**src/sv/anf_pkg.sv**
```systemverilog
package anf_pkg;

  // Table geometry.
  localparam int FILTERS  = 8;
  localparam int NAME_MAX = 32;
  localparam int ADV_MAX  = 31;

  localparam int FILT_W   = $clog2(FILTERS);
  localparam int FCNT_W   = $clog2(FILTERS + 1);
  localparam int NAME_AW  = $clog2(NAME_MAX);
  localparam int LEN_W    = $clog2(NAME_MAX + 1);
  localparam int CHAR_AW  = FILT_W + NAME_AW;
  localparam int POS_W    = 8;

  // Request codes.
  localparam logic [1:0] REQ_PAYLOAD = 2'd0;
  localparam logic [1:0] REQ_CHAR    = 2'd1;
  localparam logic [1:0] REQ_HEADER  = 2'd2;

  // Structure types that carry a device name.
  localparam logic [7:0] AD_NAME_FULL  = 8'h09;
  localparam logic [7:0] AD_NAME_SHORT = 8'h08;

  typedef logic [LEN_W-1:0] len_t;

  // Packet summary handed from the parser to the matcher.
  typedef struct packed {
    len_t nlen;
    logic overflow;
  } anf_req_t;

  // One verdict.
  typedef struct packed {
    logic              pass;
    logic              name_found;
    len_t              name_length;
    logic [FILT_W-1:0] hit_index;
    logic              no_filters;
    logic              overflow;
  } anf_result_t;

endpackage

```
**src/sv/anf_in_if.sv**
```systemverilog
interface anf_in_if;
  logic       valid;
  logic       ready;
  logic [1:0] req_type;
  logic [7:0] data_byte;
  logic       last;
  logic [2:0] filter_index;
  logic [4:0] char_index;
  logic [5:0] filter_length;
  logic       filter_exact;
  logic       filter_valid;

  modport source (output valid, req_type, data_byte, last, filter_index, char_index,
                  filter_length, filter_exact, filter_valid, input ready);
  modport sink (input valid, req_type, data_byte, last, filter_index, char_index,
                filter_length, filter_exact, filter_valid, output ready);
endinterface

```
**src/sv/anf_out_if.sv**
```systemverilog
interface anf_out_if;
  logic       valid;
  logic       ready;
  logic       pass;
  logic       name_found;
  logic [5:0] name_length;
  logic [2:0] hit_index;
  logic       no_filters;
  logic       overflow;

  modport source (output valid, pass, name_found, name_length, hit_index, no_filters,
                  overflow, input ready);
  modport sink (input valid, pass, name_found, name_length, hit_index, no_filters,
                overflow, output ready);
endinterface

```
**src/sv/anf_ram.sv**
```systemverilog
module anf_ram #(
  parameter int WIDTH = 8,
  parameter int DEPTH = 32
) (
  input  logic                     clk,
  input  logic                     we,
  input  logic [$clog2(DEPTH)-1:0] waddr,
  input  logic [WIDTH-1:0]         wdata,
  input  logic [$clog2(DEPTH)-1:0] raddr,
  output logic [WIDTH-1:0]         rdata
);

  logic [WIDTH-1:0] mem [DEPTH];

  // One write port, one registered read port.
  always_ff @(posedge clk) begin
    if (we) begin
      mem[waddr] <= wdata;
    end
    rdata <= mem[raddr];
  end

endmodule

```
**src/sv/anf_parse.sv**
```systemverilog
module anf_parse (
  input  logic                     clk,
  input  logic                     rst_n,
  input  logic                     byte_en,
  input  logic [7:0]               data_byte,
  input  logic                     last,
  output logic                     name_we,
  output logic [anf_pkg::NAME_AW-1:0] name_waddr,
  output logic                     verdict_go,
  output anf_pkg::anf_req_t        verdict_req
);

  localparam logic [1:0] PH_LEN  = 2'd0;
  localparam logic [1:0] PH_TYPE = 2'd1;
  localparam logic [1:0] PH_DATA = 2'd2;

  logic [anf_pkg::POS_W-1:0] pos_r, pos_nxt;
  logic [7:0]                rem_r, rem_nxt;
  logic [1:0]                phase_r, phase_nxt;
  anf_pkg::len_t             cnt_r, cnt_nxt;
  logic                      cap_r, cap_nxt;
  logic                      stop_r, stop_nxt;
  logic                      ovf_r, ovf_nxt;
  logic [7:0]                rem_dec;

  assign rem_dec = rem_r - 8'd1;

  // Length-type-data walk, one byte per accepted item.
  always_comb begin
    pos_nxt     = pos_r;
    rem_nxt     = rem_r;
    phase_nxt   = phase_r;
    cnt_nxt     = cnt_r;
    cap_nxt     = cap_r;
    stop_nxt    = stop_r;
    ovf_nxt     = ovf_r;
    name_we     = 1'b0;
    name_waddr  = cnt_r[anf_pkg::NAME_AW-1:0];
    verdict_go  = 1'b0;
    verdict_req = '0;
    if (byte_en) begin
      if (pos_r < anf_pkg::POS_W'(anf_pkg::ADV_MAX)) begin
        pos_nxt = pos_r + 1'b1;
        if (!stop_r) begin
          unique case (phase_r)
            PH_LEN: begin
              if (data_byte == 8'd0) begin
                stop_nxt = 1'b1;
              end else begin
                rem_nxt   = data_byte;
                phase_nxt = PH_TYPE;
              end
            end
            PH_TYPE: begin
              rem_nxt = rem_dec;
              cap_nxt = (data_byte == anf_pkg::AD_NAME_FULL) ||
                        (data_byte == anf_pkg::AD_NAME_SHORT);
              cnt_nxt = '0;
              if (rem_dec == 8'd0) begin
                if (cap_nxt) stop_nxt = 1'b1;
                else phase_nxt = PH_LEN;
              end else begin
                phase_nxt = PH_DATA;
              end
            end
            PH_DATA: begin
              if (cap_r && cnt_r < anf_pkg::LEN_W'(anf_pkg::NAME_MAX)) begin
                name_we = 1'b1;
                cnt_nxt = cnt_r + 1'b1;
              end
              rem_nxt = rem_dec;
              if (rem_dec == 8'd0) begin
                if (cap_r) stop_nxt = 1'b1;
                else phase_nxt = PH_LEN;
              end
            end
            default: begin
              phase_nxt = PH_LEN;
            end
          endcase
        end
      end else begin
        ovf_nxt = 1'b1;
      end
      // End of packet: hand off the summary and start over.
      if (last) begin
        verdict_go           = 1'b1;
        verdict_req.nlen     = (stop_nxt && cap_nxt) ? cnt_nxt : '0;
        verdict_req.overflow = ovf_nxt;
        pos_nxt   = '0;
        rem_nxt   = '0;
        phase_nxt = PH_LEN;
        cnt_nxt   = '0;
        cap_nxt   = 1'b0;
        stop_nxt  = 1'b0;
        ovf_nxt   = 1'b0;
      end
    end
  end

  always_ff @(posedge clk) begin
    if (!rst_n) begin
      pos_r   <= '0;
      rem_r   <= '0;
      phase_r <= PH_LEN;
      cnt_r   <= '0;
      cap_r   <= 1'b0;
      stop_r  <= 1'b0;
      ovf_r   <= 1'b0;
    end else begin
      pos_r   <= pos_nxt;
      rem_r   <= rem_nxt;
      phase_r <= phase_nxt;
      cnt_r   <= cnt_nxt;
      cap_r   <= cap_nxt;
      stop_r  <= stop_nxt;
      ovf_r   <= ovf_nxt;
    end
  end

endmodule

```
**src/sv/anf_match.sv**
```systemverilog
module anf_match (
  input  logic                          clk,
  input  logic                          rst_n,
  input  logic                          go,
  input  anf_pkg::anf_req_t             req,
  input  anf_pkg::len_t                 flt_len [anf_pkg::FILTERS],
  input  logic                          flt_exact [anf_pkg::FILTERS],
  input  logic                          flt_use [anf_pkg::FILTERS],
  output logic [anf_pkg::NAME_AW-1:0]   name_raddr,
  input  logic [7:0]                    name_rdata,
  output logic [anf_pkg::CHAR_AW-1:0]   char_raddr,
  input  logic [7:0]                    char_rdata,
  output logic                          idle,
  output logic                          done,
  input  logic                          done_ack,
  output anf_pkg::anf_result_t          result
);

  localparam logic [2:0] ST_IDLE = 3'd0;
  localparam logic [2:0] ST_SCAN = 3'd1;
  localparam logic [2:0] ST_RD   = 3'd2;
  localparam logic [2:0] ST_CMP  = 3'd3;
  localparam logic [2:0] ST_DONE = 3'd4;

  logic [2:0]                   st_r, st_nxt;
  logic [anf_pkg::FCNT_W-1:0]   f_r, f_nxt;
  anf_pkg::len_t                start_r, start_nxt;
  anf_pkg::len_t                i_r, i_nxt;
  anf_pkg::len_t                nlen_r, nlen_nxt;
  logic                         ovf_r, ovf_nxt;
  logic                         none_r, none_nxt;
  logic                         hit_r, hit_nxt;
  logic [anf_pkg::FILT_W-1:0]   hit_at_r, hit_at_nxt;
  logic [anf_pkg::FILT_W-1:0]   fi;
  anf_pkg::len_t                flen;
  anf_pkg::len_t                pos;
  logic [anf_pkg::LEN_W:0]      win_end;

  assign fi      = f_r[anf_pkg::FILT_W-1:0];
  assign flen    = flt_len[fi];
  assign pos     = start_r + i_r;
  assign win_end = {1'b0, start_r} + {1'b0, flen};

  assign name_raddr = pos[anf_pkg::NAME_AW-1:0];
  assign char_raddr = {fi, i_r[anf_pkg::NAME_AW-1:0]};

  // Sequencer: each character compare passes a read state and a compare state through the shared comparator.
  always_comb begin
    st_nxt     = st_r;
    f_nxt      = f_r;
    start_nxt  = start_r;
    i_nxt      = i_r;
    nlen_nxt   = nlen_r;
    ovf_nxt    = ovf_r;
    none_nxt   = none_r;
    hit_nxt    = hit_r;
    hit_at_nxt = hit_at_r;
    unique case (st_r)
      ST_IDLE: begin
        if (go) begin
          st_nxt     = ST_SCAN;
          f_nxt      = '0;
          nlen_nxt   = req.nlen;
          ovf_nxt    = req.overflow;
          none_nxt   = 1'b1;
          hit_nxt    = 1'b0;
          hit_at_nxt = '0;
        end
      end
      ST_SCAN: begin
        if (f_r == anf_pkg::FCNT_W'(anf_pkg::FILTERS)) begin
          st_nxt = ST_DONE;
        end else if (!flt_use[fi]) begin
          f_nxt = f_r + 1'b1;
        end else begin
          none_nxt = 1'b0;
          if (nlen_r == '0) begin
            f_nxt = f_r + 1'b1;
          end else if (!flt_exact[fi] && flen == '0) begin
            hit_nxt    = 1'b1;
            hit_at_nxt = fi;
            st_nxt     = ST_DONE;
          end else if ((flt_exact[fi] && flen != nlen_r) || flen > nlen_r) begin
            f_nxt = f_r + 1'b1;
          end else begin
            start_nxt = '0;
            i_nxt     = '0;
            st_nxt    = ST_RD;
          end
        end
      end
      ST_RD: begin
        st_nxt = ST_CMP;
      end
      ST_CMP: begin
        if (name_rdata == char_rdata) begin
          if (i_r + 1'b1 == flen) begin
            hit_nxt    = 1'b1;
            hit_at_nxt = fi;
            st_nxt     = ST_DONE;
          end else begin
            i_nxt  = i_r + 1'b1;
            st_nxt = ST_RD;
          end
        end else if (win_end == {1'b0, nlen_r}) begin
          f_nxt  = f_r + 1'b1;
          st_nxt = ST_SCAN;
        end else begin
          start_nxt = start_r + 1'b1;
          i_nxt     = '0;
          st_nxt    = ST_RD;
        end
      end
      ST_DONE: begin
        if (done_ack) st_nxt = ST_IDLE;
      end
      default: begin
        st_nxt = ST_IDLE;
      end
    endcase
  end

  always_ff @(posedge clk) begin
    if (!rst_n) begin
      st_r <= ST_IDLE;
    end else begin
      st_r <= st_nxt;
    end
    f_r      <= f_nxt;
    start_r  <= start_nxt;
    i_r      <= i_nxt;
    nlen_r   <= nlen_nxt;
    ovf_r    <= ovf_nxt;
    none_r   <= none_nxt;
    hit_r    <= hit_nxt;
    hit_at_r <= hit_at_nxt;
  end

  assign idle = (st_r == ST_IDLE);
  assign done = (st_r == ST_DONE);

  always_comb begin
    result.pass        = none_r || hit_r;
    result.name_found  = (nlen_r != '0);
    result.name_length = nlen_r;
    result.hit_index   = hit_at_r;
    result.no_filters  = none_r;
    result.overflow    = ovf_r;
  end

endmodule

```
**src/sv/adv_name_filter.sv**
```systemverilog
// Advertising name filter. Each input item is a payload byte, a filter character
// write or a filter header write. On the payload byte marked last, the block
// walks its eight-entry filter table and emits one item with the verdict; during
// that walk it is not ready. The walk runs through a single byte comparator fed
// by two memories (filter characters and captured name); each compared character
// passes a read state and a compare state, and each filter entry a scan state.
// A finished verdict also holds the input off for as long as the previous verdict
// still waits in the output register. Filter memory characters that were never
// written read as unknown values.
module adv_name_filter (
  input  logic       clk,
  input  logic       rst_n,
  anf_in_if.sink     in_if,
  anf_out_if.source  out_if
);

  logic                            acc;
  logic                            byte_en;
  logic                            char_we;
  logic                            hdr_we;
  logic                            name_we;
  logic [anf_pkg::NAME_AW-1:0]     name_waddr;
  logic [anf_pkg::NAME_AW-1:0]     name_raddr;
  logic [7:0]                      name_rdata;
  logic [anf_pkg::CHAR_AW-1:0]     char_raddr;
  logic [7:0]                      char_rdata;
  logic                            verdict_go;
  anf_pkg::anf_req_t               verdict_req;
  logic                            m_idle;
  logic                            m_done;
  logic                            m_ack;
  anf_pkg::anf_result_t            m_result;
  anf_pkg::len_t                   flt_len_r [anf_pkg::FILTERS];
  logic                            flt_exact_r [anf_pkg::FILTERS];
  logic                            flt_use_r [anf_pkg::FILTERS];
  logic                            out_valid_r;
  anf_pkg::anf_result_t            out_data_r;

  // Input decode.
  assign in_if.ready = m_idle;
  assign acc     = in_if.valid && in_if.ready;
  assign byte_en = acc && (in_if.req_type == anf_pkg::REQ_PAYLOAD);
  assign char_we = acc && (in_if.req_type == anf_pkg::REQ_CHAR) &&
                   (32'(in_if.filter_index) < anf_pkg::FILTERS) &&
                   (32'(in_if.char_index) < anf_pkg::NAME_MAX);
  assign hdr_we  = acc && (in_if.req_type == anf_pkg::REQ_HEADER) &&
                   (32'(in_if.filter_index) < anf_pkg::FILTERS);

  // Filter headers live in flops so the sequencer can read them at once.
  always_ff @(posedge clk) begin
    if (!rst_n) begin
      for (int k = 0; k < anf_pkg::FILTERS; k++) begin
        flt_len_r[k]   <= '0;
        flt_exact_r[k] <= 1'b1;
        flt_use_r[k]   <= 1'b0;
      end
    end else if (hdr_we) begin
      flt_len_r[in_if.filter_index[anf_pkg::FILT_W-1:0]] <=
        (in_if.filter_length > anf_pkg::LEN_W'(anf_pkg::NAME_MAX)) ?
        anf_pkg::LEN_W'(anf_pkg::NAME_MAX) : anf_pkg::len_t'(in_if.filter_length);
      flt_exact_r[in_if.filter_index[anf_pkg::FILT_W-1:0]] <= in_if.filter_exact;
      flt_use_r[in_if.filter_index[anf_pkg::FILT_W-1:0]]   <= in_if.filter_valid;
    end
  end

  anf_ram #(.WIDTH(8), .DEPTH(anf_pkg::FILTERS * anf_pkg::NAME_MAX)) u_char_ram (
    .clk   (clk),
    .we    (char_we),
    .waddr ({in_if.filter_index[anf_pkg::FILT_W-1:0],
             in_if.char_index[anf_pkg::NAME_AW-1:0]}),
    .wdata (in_if.data_byte),
    .raddr (char_raddr),
    .rdata (char_rdata)
  );

  anf_ram #(.WIDTH(8), .DEPTH(anf_pkg::NAME_MAX)) u_name_ram (
    .clk   (clk),
    .we    (name_we),
    .waddr (name_waddr),
    .wdata (in_if.data_byte),
    .raddr (name_raddr),
    .rdata (name_rdata)
  );

  anf_parse u_parse (
    .clk         (clk),
    .rst_n       (rst_n),
    .byte_en     (byte_en),
    .data_byte   (in_if.data_byte),
    .last        (in_if.last),
    .name_we     (name_we),
    .name_waddr  (name_waddr),
    .verdict_go  (verdict_go),
    .verdict_req (verdict_req)
  );

  anf_match u_match (
    .clk        (clk),
    .rst_n      (rst_n),
    .go         (verdict_go),
    .req        (verdict_req),
    .flt_len    (flt_len_r),
    .flt_exact  (flt_exact_r),
    .flt_use    (flt_use_r),
    .name_raddr (name_raddr),
    .name_rdata (name_rdata),
    .char_raddr (char_raddr),
    .char_rdata (char_rdata),
    .idle       (m_idle),
    .done       (m_done),
    .done_ack   (m_ack),
    .result     (m_result)
  );

  // Output register.
  assign m_ack = m_done && (!out_valid_r || out_if.ready);

  always_ff @(posedge clk) begin
    if (!rst_n) begin
      out_valid_r <= 1'b0;
    end else if (m_ack) begin
      out_valid_r <= 1'b1;
    end else if (out_if.ready) begin
      out_valid_r <= 1'b0;
    end
    if (m_ack) begin
      out_data_r <= m_result;
    end
  end

  assign out_if.valid       = out_valid_r;
  assign out_if.pass        = out_data_r.pass;
  assign out_if.name_found  = out_data_r.name_found;
  assign out_if.name_length = out_data_r.name_length;
  assign out_if.hit_index   = out_data_r.hit_index;
  assign out_if.no_filters  = out_data_r.no_filters;
  assign out_if.overflow    = out_data_r.overflow;

  // A last payload byte starts the table walk, so the input stalls next cycle.
  a_last_stalls: assert property (@(posedge clk) disable iff (!rst_n)
    verdict_go |=> !in_if.ready)
    else $error("input still ready after end of packet");

  // With an empty table every packet passes.
  a_none_pass: assert property (@(posedge clk) disable iff (!rst_n)
    out_if.valid && out_if.no_filters |-> out_if.pass)
    else $error("packet dropped with no filters");

  // Without a name, only an empty table lets a packet pass.
  a_noname: assert property (@(posedge clk) disable iff (!rst_n)
    out_if.valid && !out_if.name_found |->
      out_if.name_length == '0 && out_if.pass == out_if.no_filters)
    else $error("verdict inconsistent with missing name");

  // A verdict is only loaded when the matcher finished its walk.
  a_load_done: assert property (@(posedge clk) disable iff (!rst_n)
    $rose(out_valid_r) |-> $past(m_done))
    else $error("result loaded without a finished walk");

endmodule

```
**src/flat_wrapper.sv**
```systemverilog
// flat-port wrapper written by rule: the top's interface ports become plain ports
module adv_name_filter_flat 
  (clk, rst_n, in_if_valid, in_if_req_type, in_if_data_byte, in_if_last, in_if_filter_index, in_if_char_index, in_if_filter_length, in_if_filter_exact, in_if_filter_valid, in_if_ready, out_if_valid, out_if_pass, out_if_name_found, out_if_name_length, out_if_hit_index, out_if_no_filters, out_if_overflow, out_if_ready);
  anf_in_if in_if_i ();
  anf_out_if out_if_i ();
  input  logic clk;
  input  logic rst_n;
  input wire logic [$bits(in_if_i.valid)-1:0] in_if_valid;
  input wire logic [$bits(in_if_i.req_type)-1:0] in_if_req_type;
  input wire logic [$bits(in_if_i.data_byte)-1:0] in_if_data_byte;
  input wire logic [$bits(in_if_i.last)-1:0] in_if_last;
  input wire logic [$bits(in_if_i.filter_index)-1:0] in_if_filter_index;
  input wire logic [$bits(in_if_i.char_index)-1:0] in_if_char_index;
  input wire logic [$bits(in_if_i.filter_length)-1:0] in_if_filter_length;
  input wire logic [$bits(in_if_i.filter_exact)-1:0] in_if_filter_exact;
  input wire logic [$bits(in_if_i.filter_valid)-1:0] in_if_filter_valid;
  output wire logic [$bits(in_if_i.ready)-1:0] in_if_ready;
  output wire logic [$bits(out_if_i.valid)-1:0] out_if_valid;
  output wire logic [$bits(out_if_i.pass)-1:0] out_if_pass;
  output wire logic [$bits(out_if_i.name_found)-1:0] out_if_name_found;
  output wire logic [$bits(out_if_i.name_length)-1:0] out_if_name_length;
  output wire logic [$bits(out_if_i.hit_index)-1:0] out_if_hit_index;
  output wire logic [$bits(out_if_i.no_filters)-1:0] out_if_no_filters;
  output wire logic [$bits(out_if_i.overflow)-1:0] out_if_overflow;
  input wire logic [$bits(out_if_i.ready)-1:0] out_if_ready;
  assign in_if_i.valid = in_if_valid;
  assign in_if_i.req_type = in_if_req_type;
  assign in_if_i.data_byte = in_if_data_byte;
  assign in_if_i.last = in_if_last;
  assign in_if_i.filter_index = in_if_filter_index;
  assign in_if_i.char_index = in_if_char_index;
  assign in_if_i.filter_length = in_if_filter_length;
  assign in_if_i.filter_exact = in_if_filter_exact;
  assign in_if_i.filter_valid = in_if_filter_valid;
  assign in_if_ready = in_if_i.ready;
  assign out_if_valid = out_if_i.valid;
  assign out_if_pass = out_if_i.pass;
  assign out_if_name_found = out_if_i.name_found;
  assign out_if_name_length = out_if_i.name_length;
  assign out_if_hit_index = out_if_i.hit_index;
  assign out_if_no_filters = out_if_i.no_filters;
  assign out_if_overflow = out_if_i.overflow;
  assign out_if_i.ready = out_if_ready;
  adv_name_filter u_core (.clk(clk), .rst_n(rst_n), .in_if(in_if_i), .out_if(out_if_i));
endmodule
```
**config.mk**
```make
export PLATFORM = sky130hd
export DESIGN_NAME = adv_name_filter_flat
export DESIGN_NICKNAME = d
export VERILOG_FILES = /design/src/sv/anf_pkg.sv /design/src/sv/anf_in_if.sv /design/src/sv/anf_out_if.sv /design/src/sv/anf_ram.sv /design/src/sv/anf_parse.sv /design/src/sv/anf_match.sv /design/src/sv/adv_name_filter.sv /design/src/flat_wrapper.sv
export SDC_FILE = /design/constraint.sdc
export NUM_CORES = 2
export LEC_CHECK = 0
export CAP_MARGIN = 10
export CORE_MARGIN = 2
export CORE_UTILIZATION = 36
export CTS_CLUSTER_DIAMETER = 80
export DETAILED_ROUTE_END_ITERATION = 12
export DONT_BUFFER_PORTS = 1
export GPL_ROUTABILITY_DRIVEN = 1
export PLACE_DENSITY = 0.53
export RECOVER_POWER = 25
export SETUP_SLACK_MARGIN = 0.02
export SKIP_LAST_GASP = 1
export SYNTH_ARGS = -nofsm -noshare
export SYNTH_HDL_FRONTEND = slang
export SYNTH_SLANG_ARGS = --single-unit
```
**constraint.sdc**
```tcl
create_clock -name clk -period 4.2 [get_ports clk]
set_clock_uncertainty 0.2 [all_clocks]
set_input_delay 0 -clock clk [delete_from_list [all_inputs] [get_ports clk]]
set_output_delay 0 -clock clk [all_outputs]
set_load 0.03 [all_outputs]
```
==> reports/qor.yml <==
cp_slowest_cell: "o21ai_0"
pwr-share-seq_pct: 51.7
h-tree-depth: 5
die_w_um: 524
die_h_um: 524
critical_path.max_stage_delay_ns: 0.95
syn2layout_area_growth_pct: 17.2
worstSkewPairLatency_ns: 0.91
io_pins: 46
grtUsageTotal_pct: 19.8
p_sw_share_pct: 21.3
period_minus_slack_ns: 4.07
dp_hpwl_um: 164000
vias: 50782
required_ns: 4.75
nFillCells: 23265
hold_ws_ns: -0.0283
maxCapViolCount: 4
avgSynthCellArea_sq_um: 20.1
multi_input_area_sq_um: 23200
outcome: "complete, but fails checks"
dieArea_sq_um: 274000
cts_inserted_buffers: 277
syn_area_sq_um: 97300
vias_per_cell: 5.54
setup_tns_ns: 0
yosys_most_used_dff: "edfxtp_1"
ys_seq_elements: 2456
peakVddDrop_v: 0.000433
relSlewSlack_pct: -123
max_freq_mhz: 246
cp_common_cell: "buf_12"
nNetsFinal: 5471
min_period_over_period_pct: 96.9
critPathTopFamily: "compound AO/OA/AOI/OAI gates"
worst-path-max-fanout: 33
hold_viol: 16
grt_start_max_net_pins: 293
tritoncts: "yes"
async_reset_ff_share_pct: 0
crit_path_cell_trace: "buf_12 -> buf_12 -> mux4_2 -> mux2i_1 -> o221ai_1 -> o21ai_0 -> nand3_1"
cts_root_buffer: "clkbuf_16"
dp.cells: 8567
wl_um: 275000
arrival_ns: 4.62
tightest_slew_ns: 3.34
final_common_cell: "edfxtp_1"
pwr-share-comb_pct: 4.4
p_per_area_nw_per_um2: 457
synth_cells: 4831
worstSetupPathType: "reg2reg"
crit_buf_inv: 2
rsz0062_at_grt: "true"
grt_pass1_wl_um: 389000
path_clk_slew_ns: 0.06
netSwitchingPower_w: 0.0111
finalSetupViolCount: 0
regArea_sq_um: 72600
antenna_left: 0
slew_viol_final: 585
critical_path.endpoint_type: "flop"
cts.sinks: 2456
drc_errors: 0
crit_cells: 7
start_util_pct: 36.2
cts_max_path_buffers: 4
synth_edf_count: 2345
grt_pass1_vias: 50734
hold_class: "in2reg"
violations: "hold timing, capacitance limit, slew limit"
num_rows: 190
synth_seq_area_share_pct: 74.7
holdPathStages: 2
place.gp.congestion: 0.850
power.share.clock_pct: 43.9
intPower_w: 0.0410
ys_warn_count: 0
drtPass1Iterations: 6
mostFrequentLayoutCells: "edfxtp_1, mux4_2, buf_4, nor2_1, clkbuf_16"
drt_iter0_drc: 5716
ys_types: 77
drive_gt1_share_pct: 27.6
antenna_found_initial: 14
power.leakage_nw: 36.5
critPathLaunchType: "flop"
wl_per_cell_um: 30.1
rr_worst_depth: 7
stdcell_count: 9160
globalRouteOverflowTotal: 0
coreArea_sq_um: 268000
synth_fp_nets: 4896
port_buffers: 0
## logic make-up (layout without fill, tap and decap cells)
logic type / Yosys count / in the layout / synth area share [%]
multiplexers: 797 / 797 / 16.4
XOR/XNOR: 45 / 45 / 0.419
AND/OR/NAND/NOR: 804 / 804 / 3.71
AO/OA/AOI/OAI: 391 / 391 / 2.75
buffers and inverters: 304 / 1078 / 1.62
adder cells (fa/ha/maj): 34 / 34 / 0.453
other: 0 / 3 / 0
flip-flops: 2456 / 2456 / 74.7
## synthesized netlist by cell type (12+ instances only)
master | instances | area, sq um
ha_1 | 32 | 400
nand3_1 | 78 | 390
mux4_2 | 633 | 14300
nor2b_1 | 53 | 332
a21oi_1 | 60 | 300
xor2_1 | 21 | 184
buf_6 | 26 | 293
nor2_1 | 376 | 1410
o22ai_1 | 21 | 131
buf_4 | 18 | 135
and2_1 | 12 | 75.1
o21ai_0 | 76 | 380
buf_1 | 23 | 86.3
mux2i_1 | 143 | 1430
nand4_1 | 20 | 125
mux2_2 | 20 | 225
a21boi_0 | 45 | 338
nand2_1 | 167 | 627
inv_1 | 30 | 113
dfxtp_1 | 111 | 2220
buf_2 | 58 | 290
a211oi_1 | 12 | 90.1
a22oi_1 | 37 | 278
nor3_1 | 22 | 110
and3_1 | 15 | 93.8
a221oi_1 | 27 | 236
edfxtp_1 | 2345 | 70400
xnor2_1 | 23 | 201
clkbuf_1 | 135 | 507
## sequential cells by signal, summed over array words and instances, names as in the netlist, 8 cells and up
register	count
u_core.u_name_ram.rdata	8
u_core.flt_len_r	48
u_core.u_name_ram.mem	256
u_core.u_char_ram.rdata	8
u_core.flt_use_r	8
u_core.flt_exact_r	8
u_core.u_char_ram.mem	2048
u_core.u_parse.rem_r	8
u_core.u_parse.pos_r	8
## power by group through the flow
stage          Clock [W]  Combinational (W)  Sequential [W]
2_1_floorplan          0            0.00100          0.0274
4_1_cts           0.0234            0.00226          0.0270
3_3_place_gp           0            0.00174          0.0275
6_report          0.0229            0.00228          0.0270
5_1_grt           0.0243            0.00239          0.0270
3_5_place_dp           0            0.00175          0.0275
## what timing repair did
item                                   4_1_cts  5_1_grt
setup buffers                                0        9
endpoints found under the hold margin     4608       32
resized for setup                            0        4
setup endpoints to repair                    0       21
hold buffers                                94        2
## final timing paths
kind	end	startpoint	slack, ns
setup reg to reg	u_core.u_char_ram.rdata[5]$_DFF_P_	u_core.u_match.i_r[0]$_SDFFCE_PN0P_	0.13
setup / recovery	u_core.u_char_ram.rdata[5]$_DFF_P_	u_core.u_match.i_r[0]$_SDFFCE_PN0P_	0.13
hold reg to reg	u_core.out_if.hit_index[1]$_DFFE_PP_	u_core.u_match.hit_at_r[1]$_SDFFCE_PP0P_	0.23
hold / removal	u_core.u_name_ram.mem[3][2]$_DFFE_PP_	in_if_data_byte[2]	-0.03
## routing by layer
layer / vias to the layer above / share of wire [%] / global-route usage, %
met2: 1940 / 48 / 32.1
met1: 27353 / 42 / 27.7
li1: 21040 / - / -
met3: 445 / 6.8 / 3.17
met4: 4 / 2.9 / 5.93
met5: - / 0.0094 / 0
## metrics by stage
step | area (sq um) | setup slack, ns | total power, W | utilization (%)
floorplan | 97300 | 0.219 | 0.0284 | -
global placement | 104000 | 0.0203 | 0.0292 | 38.8
detailed placement | 104000 | 0.0601 | 0.0292 | 38.9
CTS | 114000 | 0.0216 | 0.0526 | 42.4
global route | 114000 | 0.0163 | 0.0536 | 42.5
finish | 114000 | 0.132 | 0.0521 | 42.5
## cell type report
type	instances	share of cell area [%]
Antenna cell	3	0.00658
Clock buffer	357	6.54
Clock inverter	121	0.857
Inverter	36	0.125
Multi-Input combinational cell	2071	20.4
Sequential cell	2456	63.7
Tap cell	3552	3.90
Timing Repair Buffer	564	4.52
No activity file was read; power rests on OpenSTA's default activity.
